--- src/design/tile_pyramid_geometry_defines.svh ---
// Assertion helpers for the tile pyramid geometry block.
// Each macro expects clk and rst_n in scope.
`ifndef TILE_PYRAMID_GEOMETRY_DEFINES_SVH
`define TILE_PYRAMID_GEOMETRY_DEFINES_SVH
`ifndef SYNTHESIS
// same-cycle implication
`define TPG_ASSERT_IMP(lbl, ante, cons) \
  lbl: assert property (@(posedge clk) disable iff (!rst_n) (ante) |-> (cons)) \
    else $error("tpg: assertion failed");
// next-cycle implication
`define TPG_ASSERT_NXT(lbl, ante, cons) \
  lbl: assert property (@(posedge clk) disable iff (!rst_n) (ante) |=> (cons)) \
    else $error("tpg: assertion failed");
`else
`define TPG_ASSERT_IMP(lbl, ante, cons)
`define TPG_ASSERT_NXT(lbl, ante, cons)
`endif
`endif

--- src/design/tpg_pkg.sv ---
`default_nettype none

package tpg_pkg;

  localparam int unsigned IMG_W     = 30;  // image sizes, coordinates, indices
  localparam int unsigned TILE_W    = 13;  // tile sizes
  localparam int unsigned LVL_W     = 5;
  localparam int unsigned LCNT_W    = 6;
  localparam int unsigned FUNC_W    = 2;
  localparam int unsigned CFG_IDX_W = 2;
  localparam int unsigned PROD_W    = IMG_W + TILE_W;
  localparam int unsigned SPAN_W    = TILE_W + (1 << LVL_W) - 1;
  localparam int unsigned DCNT_W    = $clog2(IMG_W);

  // operation codes
  localparam logic [FUNC_W-1:0] FUNC_REGION = 2'd0;
  localparam logic [FUNC_W-1:0] FUNC_COUNTS = 2'd1;
  localparam logic [FUNC_W-1:0] FUNC_LOCATE = 2'd2;

  // register indexes
  localparam logic [CFG_IDX_W-1:0] CFG_IMAGE_WIDTH  = 2'd0;
  localparam logic [CFG_IDX_W-1:0] CFG_IMAGE_HEIGHT = 2'd1;
  localparam logic [CFG_IDX_W-1:0] CFG_TILE_WIDTH   = 2'd2;
  localparam logic [CFG_IDX_W-1:0] CFG_TILE_HEIGHT  = 2'd3;

  typedef struct packed {
    logic              start;
    logic [IMG_W-1:0]  dividend;
    logic [TILE_W-1:0] divisor;
  } div_req_t;

  typedef struct packed {
    logic              busy;
    logic              done;
    logic [IMG_W-1:0]  quotient;
    logic [TILE_W-1:0] remainder;
  } div_rsp_t;

  typedef struct packed {
    logic [IMG_W-1:0]  src_x;
    logic [IMG_W-1:0]  src_y;
    logic [IMG_W-1:0]  src_w;
    logic [IMG_W-1:0]  src_h;
    logic [TILE_W-1:0] dst_w;
    logic [TILE_W-1:0] dst_h;
    logic [IMG_W-1:0]  tiles_across;
    logic [IMG_W-1:0]  tiles_down;
    logic [LCNT_W-1:0] level_count;
    logic [IMG_W-1:0]  found_column;
    logic [IMG_W-1:0]  found_row;
    logic              status;
  } res_t;

endpackage

`default_nettype wire

--- src/design/tile_pyramid_geometry.sv ---
// Tile pyramid geometry: address arithmetic for a tiled image pyramid. Program the image
// size and tile size through the cfg port while the block is idle (a size of 0 acts as 1),
// then send one request item per operation: func 0 returns a tile's full resolution
// rectangle and its clipped output size at a level (status 1 and zero sizes when the tile
// lies outside the level), func 1 returns the tile counts at a level and the number of
// pyramid levels, func 2 returns the tile holding a full resolution point, func 3 returns
// status 1. Fields an operation does not produce read 0. One request is worked on at a
// time and in_ready is low meanwhile; the finished result sits in an output register, so
// the next request is taken while it waits. Func 0 runs one 30x13 multiply plus a check
// and a clip step per axis; func 1 and func 2 wait on the shared restoring divider, which
// runs one 30 step division per axis (the level count search runs next to the first
// division and ends sooner); func 3 needs no compute step.
`default_nettype none
`include "tile_pyramid_geometry_defines.svh"

module tile_pyramid_geometry (
  input  wire logic                          clk,
  input  wire logic                          rst_n,
  // configuration
  input  wire logic                          cfg_we,
  input  wire logic [tpg_pkg::CFG_IDX_W-1:0] cfg_index,
  input  wire logic [tpg_pkg::IMG_W-1:0]     cfg_wdata,
  // request
  input  wire logic                          in_valid,
  output logic                               in_ready,
  input  wire logic [tpg_pkg::FUNC_W-1:0]    in_func,
  input  wire logic [tpg_pkg::LVL_W-1:0]     in_level,
  input  wire logic [tpg_pkg::IMG_W-1:0]     in_tile_column,
  input  wire logic [tpg_pkg::IMG_W-1:0]     in_tile_row,
  input  wire logic [tpg_pkg::IMG_W-1:0]     in_source_x,
  input  wire logic [tpg_pkg::IMG_W-1:0]     in_source_y,
  // result
  output logic                               out_valid,
  input  wire logic                          out_ready,
  output logic [tpg_pkg::IMG_W-1:0]          out_src_x,
  output logic [tpg_pkg::IMG_W-1:0]          out_src_y,
  output logic [tpg_pkg::IMG_W-1:0]          out_src_w,
  output logic [tpg_pkg::IMG_W-1:0]          out_src_h,
  output logic [tpg_pkg::TILE_W-1:0]         out_dst_w,
  output logic [tpg_pkg::TILE_W-1:0]         out_dst_h,
  output logic [tpg_pkg::IMG_W-1:0]          out_tiles_across,
  output logic [tpg_pkg::IMG_W-1:0]          out_tiles_down,
  output logic [tpg_pkg::LCNT_W-1:0]         out_level_count,
  output logic [tpg_pkg::IMG_W-1:0]          out_found_column,
  output logic [tpg_pkg::IMG_W-1:0]          out_found_row,
  output logic                               out_status
);

  // Sequencer states, one-hot.
  typedef enum logic [5:0] {
    S_IDLE = 6'b000001,
    S_MUL  = 6'b000010,  // region: index times tile size
    S_CHK  = 6'b000100,  // region: bounds check, left/top edge
    S_CLIP = 6'b001000,  // region: clipped source and output extents
    S_DIV  = 6'b010000,  // counts/locate: divider running
    S_DONE = 6'b100000   // wait for output register and level search
  } state_t;

  state_t state_r, state_nxt;

  // configuration registers
  logic [tpg_pkg::IMG_W-1:0]  iw_r, ih_r;
  logic [tpg_pkg::TILE_W-1:0] tw_r, th_r;

  // effective sizes, zero reads as one
  logic [tpg_pkg::IMG_W-1:0]  iw_e, ih_e;
  logic [tpg_pkg::TILE_W-1:0] tw_e, th_e;

  // latched request
  logic [tpg_pkg::FUNC_W-1:0] func_r;
  logic [tpg_pkg::LVL_W-1:0]  level_r;
  logic [tpg_pkg::IMG_W-1:0]  col_r, row_r, sx_r, sy_r;

  logic accept;
  logic axis_r;  // 0 = x/width, 1 = y/height

  // level sizes
  logic [tpg_pkg::IMG_W-1:0] lvw_sh, lvh_sh, lvl_w, lvl_h;

  // per-axis selection
  logic [tpg_pkg::IMG_W-1:0]  ax_idx, ax_lvl, ax_img, ax_src;
  logic [tpg_pkg::TILE_W-1:0] ax_tile;

  // region datapath
  logic [tpg_pkg::PROD_W-1:0] prod_r;
  logic                       ax_ok;
  logic [tpg_pkg::IMG_W-1:0]  ax_pos, ax_rest, ax_slen, ax_drest;
  logic [tpg_pkg::SPAN_W-1:0] ax_span;
  logic [tpg_pkg::TILE_W-1:0] ax_dlen;
  logic                       ok_r   [2];
  logic [tpg_pkg::IMG_W-1:0]  pos_r  [2];
  logic [tpg_pkg::IMG_W-1:0]  slen_r [2];
  logic [tpg_pkg::TILE_W-1:0] dlen_r [2];

  // division results per axis
  logic [tpg_pkg::IMG_W-1:0] res_r [2];
  logic [tpg_pkg::IMG_W-1:0] div_val;
  logic                      div_go_r;
  tpg_pkg::div_req_t         div_req;
  tpg_pkg::div_rsp_t         div_rsp;

  // level count search
  logic                      lc_busy_r;
  logic                      lc_more;
  logic [tpg_pkg::IMG_W-1:0] lw_r, lh_r, lw_half, lh_half;
  logic [tpg_pkg::LCNT_W-1:0] lcnt_r;

  // output register
  logic          out_valid_r;
  logic          out_free;
  logic          load_out;
  tpg_pkg::res_t out_res_r, out_res_nxt;

  // ---------------------------------------------------------------------------
  // Configuration
  // ---------------------------------------------------------------------------
  always_ff @(posedge clk) begin
    if (!rst_n) begin
      iw_r <= tpg_pkg::IMG_W'(1);
      ih_r <= tpg_pkg::IMG_W'(1);
      tw_r <= tpg_pkg::TILE_W'(256);
      th_r <= tpg_pkg::TILE_W'(256);
    end else if (cfg_we) begin
      unique case (cfg_index)
        tpg_pkg::CFG_IMAGE_WIDTH:  iw_r <= cfg_wdata;
        tpg_pkg::CFG_IMAGE_HEIGHT: ih_r <= cfg_wdata;
        tpg_pkg::CFG_TILE_WIDTH:   tw_r <= cfg_wdata[tpg_pkg::TILE_W-1:0];
        tpg_pkg::CFG_TILE_HEIGHT:  th_r <= cfg_wdata[tpg_pkg::TILE_W-1:0];
      endcase
    end
  end

  assign iw_e = (iw_r == '0) ? tpg_pkg::IMG_W'(1) : iw_r;
  assign ih_e = (ih_r == '0) ? tpg_pkg::IMG_W'(1) : ih_r;
  assign tw_e = (tw_r == '0) ? tpg_pkg::TILE_W'(1) : tw_r;
  assign th_e = (th_r == '0) ? tpg_pkg::TILE_W'(1) : th_r;

  // level size: halved per level, floor of one
  assign lvw_sh = iw_e >> level_r;
  assign lvh_sh = ih_e >> level_r;
  assign lvl_w  = (lvw_sh == '0) ? tpg_pkg::IMG_W'(1) : lvw_sh;
  assign lvl_h  = (lvh_sh == '0) ? tpg_pkg::IMG_W'(1) : lvh_sh;

  assign in_ready = (state_r == S_IDLE);
  assign accept   = in_valid && in_ready;

  assign ax_idx  = axis_r ? row_r : col_r;
  assign ax_tile = axis_r ? th_e  : tw_e;
  assign ax_lvl  = axis_r ? lvl_h : lvl_w;
  assign ax_img  = axis_r ? ih_e  : iw_e;
  assign ax_src  = axis_r ? sy_r  : sx_r;

  // ---------------------------------------------------------------------------
  // Region datapath. Tile is inside iff idx*tile < level size; then the left edge
  // (idx*tile) << level is below the image size and fits 30 bits.
  // ---------------------------------------------------------------------------
  assign ax_ok   = prod_r < tpg_pkg::PROD_W'(ax_lvl);
  assign ax_pos  = prod_r[tpg_pkg::IMG_W-1:0] << level_r;

  assign ax_rest  = ax_img - pos_r[axis_r];
  assign ax_span  = tpg_pkg::SPAN_W'(ax_tile) << level_r;
  assign ax_slen  = (ax_span < tpg_pkg::SPAN_W'(ax_rest))
                    ? ax_span[tpg_pkg::IMG_W-1:0] : ax_rest;
  assign ax_drest = ax_lvl - prod_r[tpg_pkg::IMG_W-1:0];
  assign ax_dlen  = (tpg_pkg::IMG_W'(ax_tile) < ax_drest)
                    ? ax_tile : ax_drest[tpg_pkg::TILE_W-1:0];

  // ---------------------------------------------------------------------------
  // Shared divider. Counts: ceil(level size / tile). Locate: floor((src >> level) / tile),
  // which equals floor(src / (tile << level)).
  // ---------------------------------------------------------------------------
  assign div_req.start    = div_go_r;
  assign div_req.dividend = (func_r == tpg_pkg::FUNC_COUNTS) ? ax_lvl : (ax_src >> level_r);
  assign div_req.divisor  = ax_tile;

  tpg_div u_div (
    .clk   (clk),
    .rst_n (rst_n),
    .req   (div_req),
    .rsp   (div_rsp)
  );

  // round up on a nonzero remainder; only possible for tile >= 2, so no overflow
  assign div_val = div_rsp.quotient
                 + tpg_pkg::IMG_W'((func_r == tpg_pkg::FUNC_COUNTS) &&
                                   (div_rsp.remainder != '0));

  // ---------------------------------------------------------------------------
  // Level count: halve both sizes until each fits in one tile.
  // ceil(w / tw) > 1 is the same as w > tw.
  // ---------------------------------------------------------------------------
  assign lc_more = (lw_r > tpg_pkg::IMG_W'(tw_e)) || (lh_r > tpg_pkg::IMG_W'(th_e));
  assign lw_half = (lw_r[tpg_pkg::IMG_W-1:1] == '0) ? tpg_pkg::IMG_W'(1) : (lw_r >> 1);
  assign lh_half = (lh_r[tpg_pkg::IMG_W-1:1] == '0) ? tpg_pkg::IMG_W'(1) : (lh_r >> 1);

  // ---------------------------------------------------------------------------
  // Sequencer
  // ---------------------------------------------------------------------------
  assign out_free = !out_valid_r || out_ready;
  assign load_out = (state_r == S_DONE) && out_free && !lc_busy_r;

  always_comb begin
    state_nxt = state_r;
    unique case (state_r)
      S_IDLE: begin
        if (in_valid) begin
          priority if (in_func == tpg_pkg::FUNC_REGION) begin
            state_nxt = S_MUL;
          end else if (in_func == tpg_pkg::FUNC_COUNTS || in_func == tpg_pkg::FUNC_LOCATE) begin
            state_nxt = S_DIV;
          end else begin
            state_nxt = S_DONE;
          end
        end
      end
      S_MUL:  state_nxt = S_CHK;
      S_CHK:  state_nxt = S_CLIP;
      S_CLIP: state_nxt = axis_r ? S_DONE : S_MUL;
      S_DIV: begin
        if (div_rsp.done && axis_r) begin
          state_nxt = S_DONE;
        end
      end
      S_DONE: begin
        if (load_out) begin
          state_nxt = S_IDLE;
        end
      end
      default: state_nxt = S_IDLE;
    endcase
  end

  always_ff @(posedge clk) begin
    if (!rst_n) begin
      state_r     <= S_IDLE;
      axis_r      <= 1'b0;
      div_go_r    <= 1'b0;
      lc_busy_r   <= 1'b0;
      out_valid_r <= 1'b0;
    end else begin
      state_r  <= state_nxt;
      div_go_r <= (accept && (in_func == tpg_pkg::FUNC_COUNTS ||
                              in_func == tpg_pkg::FUNC_LOCATE))
               || ((state_r == S_DIV) && div_rsp.done && !axis_r);

      if (accept) begin
        axis_r <= 1'b0;
      end else if ((state_r == S_CLIP) || ((state_r == S_DIV) && div_rsp.done)) begin
        axis_r <= 1'b1;
      end

      if (accept && (in_func == tpg_pkg::FUNC_COUNTS)) begin
        lc_busy_r <= 1'b1;
      end else if (lc_busy_r && !lc_more) begin
        lc_busy_r <= 1'b0;
      end

      if (load_out) begin
        out_valid_r <= 1'b1;
      end else if (out_ready) begin
        out_valid_r <= 1'b0;
      end
    end
  end

  // datapath registers
  always_ff @(posedge clk) begin
    if (accept) begin
      func_r  <= in_func;
      level_r <= in_level;
      col_r   <= in_tile_column;
      row_r   <= in_tile_row;
      sx_r    <= in_source_x;
      sy_r    <= in_source_y;
      lw_r    <= iw_e;
      lh_r    <= ih_e;
      lcnt_r  <= tpg_pkg::LCNT_W'(1);
    end else if (lc_busy_r && lc_more) begin
      lw_r   <= lw_half;
      lh_r   <= lh_half;
      lcnt_r <= lcnt_r + 1'b1;
    end

    if (state_r == S_MUL) begin
      prod_r <= tpg_pkg::PROD_W'(ax_idx) * tpg_pkg::PROD_W'(ax_tile);
    end
    if (state_r == S_CHK) begin
      ok_r[axis_r]  <= ax_ok;
      pos_r[axis_r] <= ax_pos;
    end
    if (state_r == S_CLIP) begin
      slen_r[axis_r] <= ax_slen;
      dlen_r[axis_r] <= ax_dlen;
    end
    if ((state_r == S_DIV) && div_rsp.done) begin
      res_r[axis_r] <= div_val;
    end
    if (load_out) begin
      out_res_r <= out_res_nxt;
    end
  end

  // result assembly: fields of other operations stay zero
  always_comb begin
    out_res_nxt = '0;
    unique case (func_r)
      tpg_pkg::FUNC_REGION: begin
        if (ok_r[0] && ok_r[1]) begin
          out_res_nxt.src_x = pos_r[0];
          out_res_nxt.src_y = pos_r[1];
          out_res_nxt.src_w = slen_r[0];
          out_res_nxt.src_h = slen_r[1];
          out_res_nxt.dst_w = dlen_r[0];
          out_res_nxt.dst_h = dlen_r[1];
        end else begin
          out_res_nxt.status = 1'b1;
        end
      end
      tpg_pkg::FUNC_COUNTS: begin
        out_res_nxt.tiles_across = res_r[0];
        out_res_nxt.tiles_down   = res_r[1];
        out_res_nxt.level_count  = lcnt_r;
      end
      tpg_pkg::FUNC_LOCATE: begin
        out_res_nxt.found_column = res_r[0];
        out_res_nxt.found_row    = res_r[1];
      end
      default: out_res_nxt.status = 1'b1;  // unused selector
    endcase
  end

  assign out_valid        = out_valid_r;
  assign out_src_x        = out_res_r.src_x;
  assign out_src_y        = out_res_r.src_y;
  assign out_src_w        = out_res_r.src_w;
  assign out_src_h        = out_res_r.src_h;
  assign out_dst_w        = out_res_r.dst_w;
  assign out_dst_h        = out_res_r.dst_h;
  assign out_tiles_across = out_res_r.tiles_across;
  assign out_tiles_down   = out_res_r.tiles_down;
  assign out_level_count  = out_res_r.level_count;
  assign out_found_column = out_res_r.found_column;
  assign out_found_row    = out_res_r.found_row;
  assign out_status       = out_res_r.status;

  // ---------------------------------------------------------------------------
  // Assertions
  // ---------------------------------------------------------------------------
  `TPG_ASSERT_NXT(a_busy_after_accept, in_valid && in_ready, !in_ready)
  `TPG_ASSERT_IMP(a_div_done_in_div, div_rsp.done, state_r == S_DIV)
  `TPG_ASSERT_IMP(a_idle_units_quiet, state_r == S_IDLE, !div_rsp.busy && !lc_busy_r)
  `TPG_ASSERT_IMP(a_error_zero_sizes, out_valid && out_status, out_src_w == '0 && out_dst_w == '0 && out_dst_h == '0)

endmodule

`default_nettype wire

--- src/design/tpg_div.sv ---
`default_nettype none

// Restoring divider, one quotient bit per cycle, MSB first.
// Divisor must stay stable while busy.
module tpg_div (
  input  wire logic              clk,
  input  wire logic              rst_n,
  input  wire tpg_pkg::div_req_t req,
  output tpg_pkg::div_rsp_t      rsp
);

  logic                             busy_r;
  logic                             done_r;
  logic [tpg_pkg::DCNT_W-1:0]       cnt_r;
  logic [tpg_pkg::IMG_W-1:0]        quo_r;   // dividend shifts out, quotient shifts in
  logic [tpg_pkg::TILE_W-1:0]       rem_r;
  logic [tpg_pkg::TILE_W:0]         rem_sh;
  logic [tpg_pkg::TILE_W:0]         rem_diff;
  logic                             fits;
  logic [tpg_pkg::TILE_W-1:0]       rem_nxt;

  assign rem_sh   = {rem_r, quo_r[tpg_pkg::IMG_W-1]};
  assign rem_diff = rem_sh - {1'b0, req.divisor};
  assign fits     = rem_sh >= {1'b0, req.divisor};
  assign rem_nxt  = fits ? rem_diff[tpg_pkg::TILE_W-1:0] : rem_sh[tpg_pkg::TILE_W-1:0];

  always_ff @(posedge clk) begin
    if (!rst_n) begin
      busy_r <= 1'b0;
      done_r <= 1'b0;
      cnt_r  <= '0;
    end else begin
      done_r <= 1'b0;
      if (req.start) begin
        busy_r <= 1'b1;
        cnt_r  <= tpg_pkg::DCNT_W'(tpg_pkg::IMG_W - 1);
      end else if (busy_r) begin
        if (cnt_r == '0) begin
          busy_r <= 1'b0;
          done_r <= 1'b1;
        end else begin
          cnt_r <= cnt_r - 1'b1;
        end
      end
    end
  end

  always_ff @(posedge clk) begin
    if (req.start) begin
      quo_r <= req.dividend;
      rem_r <= '0;
    end else if (busy_r) begin
      quo_r <= {quo_r[tpg_pkg::IMG_W-2:0], fits};
      rem_r <= rem_nxt;
    end
  end

  assign rsp.busy      = busy_r;
  assign rsp.done      = done_r;
  assign rsp.quotient  = quo_r;
  assign rsp.remainder = rem_r;

endmodule

`default_nettype wire

--- config.mk ---
export PLATFORM = sky130hd
export DESIGN_NAME = tile_pyramid_geometry
export DESIGN_NICKNAME = d
export VERILOG_FILES = /design/src/design/tpg_pkg.sv /design/src/design/tile_pyramid_geometry.sv /design/src/design/tpg_div.sv
export VERILOG_INCLUDE_DIRS = /design/src /design/src/design
export SDC_FILE = /design/constraint.sdc
export NUM_CORES = 2
export LEC_CHECK = 0
export ABC_AREA = 1
export BUFFER_PORTS_ARGS = -buffer_cell sky130_fd_sc_hd__buf_4
export CAP_MARGIN = 10
export CORE_ASPECT_RATIO = 1.4
export CORE_MARGIN = 2
export CORE_UTILIZATION = 37
export CTS_BUF_LIST = sky130_fd_sc_hd__clkbuf_2
export DETAILED_ROUTE_END_ITERATION = 10
export MAX_ROUTING_LAYER = met4
export SYNTH_ARGS = -nofsm -noshare
export SYNTH_HDL_FRONTEND = slang
export SYNTH_SLANG_ARGS = --single-unit
--- constraint.sdc ---
create_clock -name clk -period 33.4 [get_ports clk]
set_input_delay 6.68 -clock clk [delete_from_list [all_inputs] [get_ports clk]]
set_output_delay 6.68 -clock clk [all_outputs]
set_load 0.02 [all_outputs]
[Word level (Yosys, flattened, before mapping)]
Memory sizes are Yosys's and may differ from the RTL's. A register that Yosys moved wholly into a read port is not among the register bits.
Index checks and enable logic that the tools add are counted.
Cells by class
  bitwise gates (word level): 3
  muxes and demuxes: 51
  equal/unequal tests: 17
  shifts and indexed selects: 5
  $lt $le $gt $ge: 6
  multipliers: 1
  reduce and logical (&&, ||, !) cells: 56
  $add $sub $neg: 6
Operators by type and width (number)
  $mux W30: 16
  $logic_not A30 Y1: 4
  $shr A30 B5 Y30: 3
  $mux W13: 5
  $gt A30 B13 Y1: 2
  $sub A30 B30 Y30: 2
  $logic_not A29 Y1: 2
  $mux W29: 2
  $lt A44 B30 Y1: 1
  $shl A13 B5 Y44: 1
  $lt A43 B30 Y1: 1
  $mul A30 B13 Y43: 1
  $mux W6: 6
  $pmux W6 S6: 1
  $add A30 B1 Y30: 1
  $lt A13 B30 Y1: 1
  $shl A30 B5 Y30: 1
  $logic_not A13 Y1: 2
  $mux W1: 17
  $mux W5: 3
  $ge A14 B13 Y1: 1
  $reduce_and A2 Y1: 7
  $reduce_bool A13 Y1: 1
  $sub A13 B13 Y13: 1
  other kinds (22): 63
Storage, ports and cells
  input bits: 164
  register bits after elaboration: 509
  bits in writable memories: 208
  memories: 5
  output and inout port bits: 275
Memory list
  pos_r: depth 2, bits a word 30, rd ports 3, clocked after Yosys merged registers in 3, wr ports 1, line tile_pyramid_geometry.sv:91  | logic [tpg_pkg::IMG_W-1:0] pos_r [2];
  res_r: depth 2, bits a word 30, rd ports 2, clocked after Yosys merged registers in 0, wr ports 1, line tile_pyramid_geometry.sv:96  | logic [tpg_pkg::IMG_W-1:0] res_r [2];
  slen_r: depth 2, bits a word 30, rd ports 2, clocked after Yosys merged registers in 2, wr ports 1, line tile_pyramid_geometry.sv:92  | logic [tpg_pkg::IMG_W-1:0] slen_r [2];
  dlen_r: depth 2, bits a word 13, rd ports 2, clocked after Yosys merged registers in 2, wr ports 1, line tile_pyramid_geometry.sv:93  | logic [tpg_pkg::TILE_W-1:0] dlen_r [2];
  ok_r: depth 2, bits a word 1, rd ports 2, clocked after Yosys merged registers in 0, wr ports 1, line tile_pyramid_geometry.sv:90  | logic ok_r [2];

[Depth between registers and ports, before layout]
  depth in word-level cells: 9
  depth in mapped cells: 39
  depth with buffers taken out: 36

[Hierarchy]
A second synthesis with hierarchy kept.
Unflattened totals
  cell total of the unflattened synthesis: 6958
  area, all modules: 58796.4 µm²
By module, submodules not included
  tile_pyramid_geometry: cells each 6521, times used 1, area an instance 55657.1 µm², seq. area each 23412.5 µm²
  tpg_div: cells each 437, times used 1, area an instance 3139.3 µm², seq. area each 1301.2 µm²

[Worst setup path after synthesis]
OpenSTA, ideal clock, no wires.
  path kind: input -> register
  start point: input out_ready
  end point: register out_res_r (netlist bit out_dst_h[0]) (enable)
  stages: 4
  setup slack: -0.462 ns
  data arrival time: 32.283 ns
  cell sequence: inv_1 -> nand2_1 -> nand2_1 -> nor4_1
On the way
  longest elaborated chain between the ends: 3
Ends and longest elaborated chain
  start, declared: line tile_pyramid_geometry.sv:34  | input wire logic out_ready,
  $logic_or A1 B1 Y1: line tile_pyramid_geometry.sv:199  | assign out_free = !out_valid_r || out_ready;
  $logic_and A1 B1 Y1 (2 in a row): line tile_pyramid_geometry.sv:200  | assign load_out = (state_r == S_DONE) && out_free && !lc_busy_r;
  named net load_out: line tile_pyramid_geometry.sv:111  | logic load_out;
  end signal, assigned: line tile_pyramid_geometry.sv:299  | out_res_r <= out_res_nxt;
  end, declared: line tile_pyramid_geometry.sv:112  | tpg_pkg::res_t out_res_r, out_res_nxt;
The timed path passes the listed nets, and every way through them passes these cells.
A chain may end at the register's enable or synchronous reset.

[Worst setup path after layout]
  start point: register state_r[4]
  end point: output in_ready
On the way
  longest elaborated chain between the ends: 1
Ends and longest elaborated chain
  start, declared: line tile_pyramid_geometry.sv:59  | state_t state_r, state_nxt;
  start signal, assigned: line tile_pyramid_geometry.sv:241  | state_r <= state_nxt;
  $eq A6 B1 Y1: line tile_pyramid_geometry.sv:144  | assign in_ready = (state_r == S_IDLE);
  end, declared: line tile_pyramid_geometry.sv:25  | output logic in_ready,
No other way between the ends.

==> summary.md <==
| Metric | Value |
|---|---|
| Width of the die | `339 µm` |
| Core area | `156000 µm²` |
| Final Cycle Share | `0.299` |
| Post-place setup slack | `23.31 ns` |
| Post-DRT Antenna Nets | `0` |
| # hold bufs at CTS | `0` |
| Element type at the critical path end | `primary output` |
| Setup Skew | `0.171 ns` |
| Die height | `473 µm` |
| Arr. time, crit path | `3.30 ns` |
| CTS HTree Levels | `4` |
| Vias in the first global route | `47.6k` |
| Hold depth | `2` |
| Synthesized flop and latch total | `864` |
| Reg power frac | `0.377` |
| PostCTS Resize Cnt | `0` |
| First-pass GRT wire length | `286000 µm` |
| Largest net degree at the start of global routing | `207` |
| Gate Count Post-Synth | `6763` |
| Hold Vio Cnt, Final | `0` |
| Worst R2R Start | `axis_r` |
| Total number of vias | `47.9k` |
| Remaining DRCs | `0` |
| Antenna violations before repair | `8` |
| Number of library cell types mapped by synthesis | `66` |
| Sink Count | `864` |
| Avg WL per Cell | `20.3 µm` |
| RePlAce Congestion | `1.02` |
| Fin area | `65500 µm²` |
| Crit Path Class | `flip-flop to primary output` |
| Post-synth EDFFs | `741` |
| Synth top area share | `0.383` |
| Ys flop type | `edfxtp_1` |
| Filler instances | `15.7k` |
| CTS clk-pin slew, worst paths | `0.12 ns` |
| GR Util All Layers | `0.244` |
| Hold Crit Start | `u_div.busy_r` |
| Post-DR vias/cell | `5.08` |
| Reg2Reg Depth | `31` |
| Synth warn | `0` |
| Hold Path Class | `flip-flop to flip-flop` |
| Cell with the most instances after synthesis | `nand2_1` |
| Post-CTS Setup Repair Bufs | `0` |
| Setup Total Neg Slack | `0 ns` |
| Row Count | `172` |
| Total power | `3.65 mW` |
| Area Overhead vs Synth | `12.8%` |
| Max clock buf depth | `3` |
| Sequential share of the synthesized area | `0.425` |
| Int Pwr | `2.12 mW` |
| Worst reg2reg endpoint | `prod_r[32]` |
| Setup Viol. Count Final | `0` |
| Leakage | `29.9 nW` |
| Syn_area_per_cell | `8.59 µm²` |
| Syn_nets | `7504` |
| MaxCap Viol Count | `0` |
| R2R Setup Slk | `24.98 ns` |
| Share of cells above drive strength 1 | `0.125` |
| Final worst path period need | `9.98 ns` |
| Die area | `160000 µm²` |
| Async SR Flop Fraction | `0` |
| Logic pwr share | `0.415` |
| WP data required | `26.72 ns` |
| PD cells | `55.7 nW/µm²` |
| Storage element area | `24700 µm²` |
| Top post-synthesis cells by area | `edfxtp_1, fa_1, nand2_1` |
| Clock root cell | `clkbuf_2` |
| Clk pwr share | `0.208` |
| # IOs | `439` |
| Sw Share | `0.418` |
| Peak ir drop on the vdd network | `0.0348 mV` |
| Synth area leader | `edfxtp_1` |
| Final Max Slew Viols | `0` |
| Critical Path Fanout Max | `5` |
| TritonCTS clock tree | `done` |
| GRT overflow | `0` |
| Outcome | `completed` |
| Initial DRC count | `4039` |
| Max Fclk | `0.100 GHz` |
| Skew-Pair Late Insertion Delay | `1.73 ns` |
| Routed wire length | `192000 µm` |
| Rel. slew slack | `0.103` |
| Cell area after synthesis | `58100 µm²` |
| Detailed placement HPWL | `148000 µm` |
| P_sw | `1.53 mW` |
| Fin util | `0.419` |
| Most common library cells after synthesis | `nand2_1, inv_1, edfxtp_1, nor2_1, o21ai_0` |
| # port buffers | `438` |
| CP startpoint kind | `flip-flop` |
| Initial Utilization | `0.371` |
| Least-Margin Pin Slew | `1.33 ns` |
| TritonCTS buffer count | `205` |
| Fin nets | `7925` |
| Unrepaired setup endpoints after global routing | `false` |
| Hold Path Sink | `u_div.done_r` |
| Setup slack after layout | `23.42 ns` |
| Multi-input gate area | `28100 µm²` |
| DR pass1 iterations | `6` |
| Placed cell area | `63400 µm²` |
-- cell type report --
| type | count | share of cell area |
|---|---|---|
| well taps | 2088 | 0.0399 |
| inverters | 1081 | 0.0620 |
| multi-input cells | 4510 | 0.429 |
| repair buffers | 522 | 0.0602 |
| clock buffers | 290 | 0.0221 |
| clock inverters | 61 | 0.00867 |
| flip-flops and latches | 864 | 0.377 |
| diodes | 19 | 0.000725 |
-- how the worst max path moves through the flow --
stage	startpoint	endpoint	slack (ns)	cells past startpoint
finish	state_r[4]	in_ready	23.42	5
global route	state_r[4]	in_ready	23.06	5
CTS	state_r[4]	in_ready	22.88	4
detailed placement	out_ready	out_found_column[28]	23.31	8
global placement	out_ready	out_found_column[28]	23.36	8
floorplan	out_ready	out_dst_h[0]	10.87	4
-- sequential cells by signal (all words and copies together), names as in the netlist, 43 cells and up, named ones only --
name    cells
pos_r      60
prod_r     43
res_r      60
slen_r     60
-- critical path, stage by stage (launching register included) --
cell and delay (ns):
dfxtp_1 0.37, nor2_1 0.18, inv_1 0.08, nor4_1 0.57, clkbuf_2 0.28, buf_4 0.16
-- cells by family (layout without fill, tap and decap cells) --
logic type                 after synthesis  in the layout  share of synthesized area
AOI/OAI and AO/OA                     1145           1145                      0.107
xor gates and xnor gates               131            131                     0.0197
adders and majority gates              577            577                      0.164
buffers and inverters                 1389           1954                     0.0925
DFF                                    864            864                      0.425
muxes                                   55             55                    0.00947
other                                    0             19                          0
and+or+nand+nor                       2602           2602                      0.181
-- through the flow --
step	hold slack, ns	std cells
2_1_floorplan	0.454	6763
3_3_place_gp	0.465	9063
3_5_place_dp	0.471	9063
4_1_cts	0.490	9414
5_1_grt	0.509	9434
6_report	0.484	9435
-- routing by layer --
metal | share of wire | routed length [µm] | global-route usage
met1 | 0.39 | 74700 | 0.275
met2 | 0.49 | 93400 | 0.408
met3 | 0.064 | 12300 | 0.0427
met4 | 0.059 | 11400 | 0.139
met5 | 0 | 0 | -
-- cell usage in the layout (no fill, tap or decap), types with 7 or more instances in the layout --
master,count
a22oi_1,11
dfxtp_1,122
o21ai_0,585
a211oi_1,11
o211ai_1,31
inv_1,1066
clkbuf_2,291
xor2_1,88
nor4_1,36
mux2i_1,55
bufinv_16,10
o21a_1,23
or2_2,30
o21ai_1,52
edfxtp_1,741
o21bai_1,12
o21ai_2,7
nand4_1,65
nor2_1,618
a21o_1,14
buf_4,519
ha_1,264
o221ai_1,9
a21oi_1,313
nand3_1,226
nand2_1,1556
a31oi_1,29
xnor2_1,43
diode_2,19
nor3_1,34
inv_2,10
o22ai_1,7
clkinv_1,37
fa_1,311
-- power groups by stage --
stage               logic, mW  clock network [mW]  registers, mW
floorplan                1.01                   0           1.42
global placement         1.48                   0           1.40
detailed placement       1.50                   0           1.40
CTS                      1.50               0.790           1.38
global route             1.69               0.837           1.39
finish                   1.51               0.760           1.38
No activity file was read; power rests on OpenSTA's default activity.
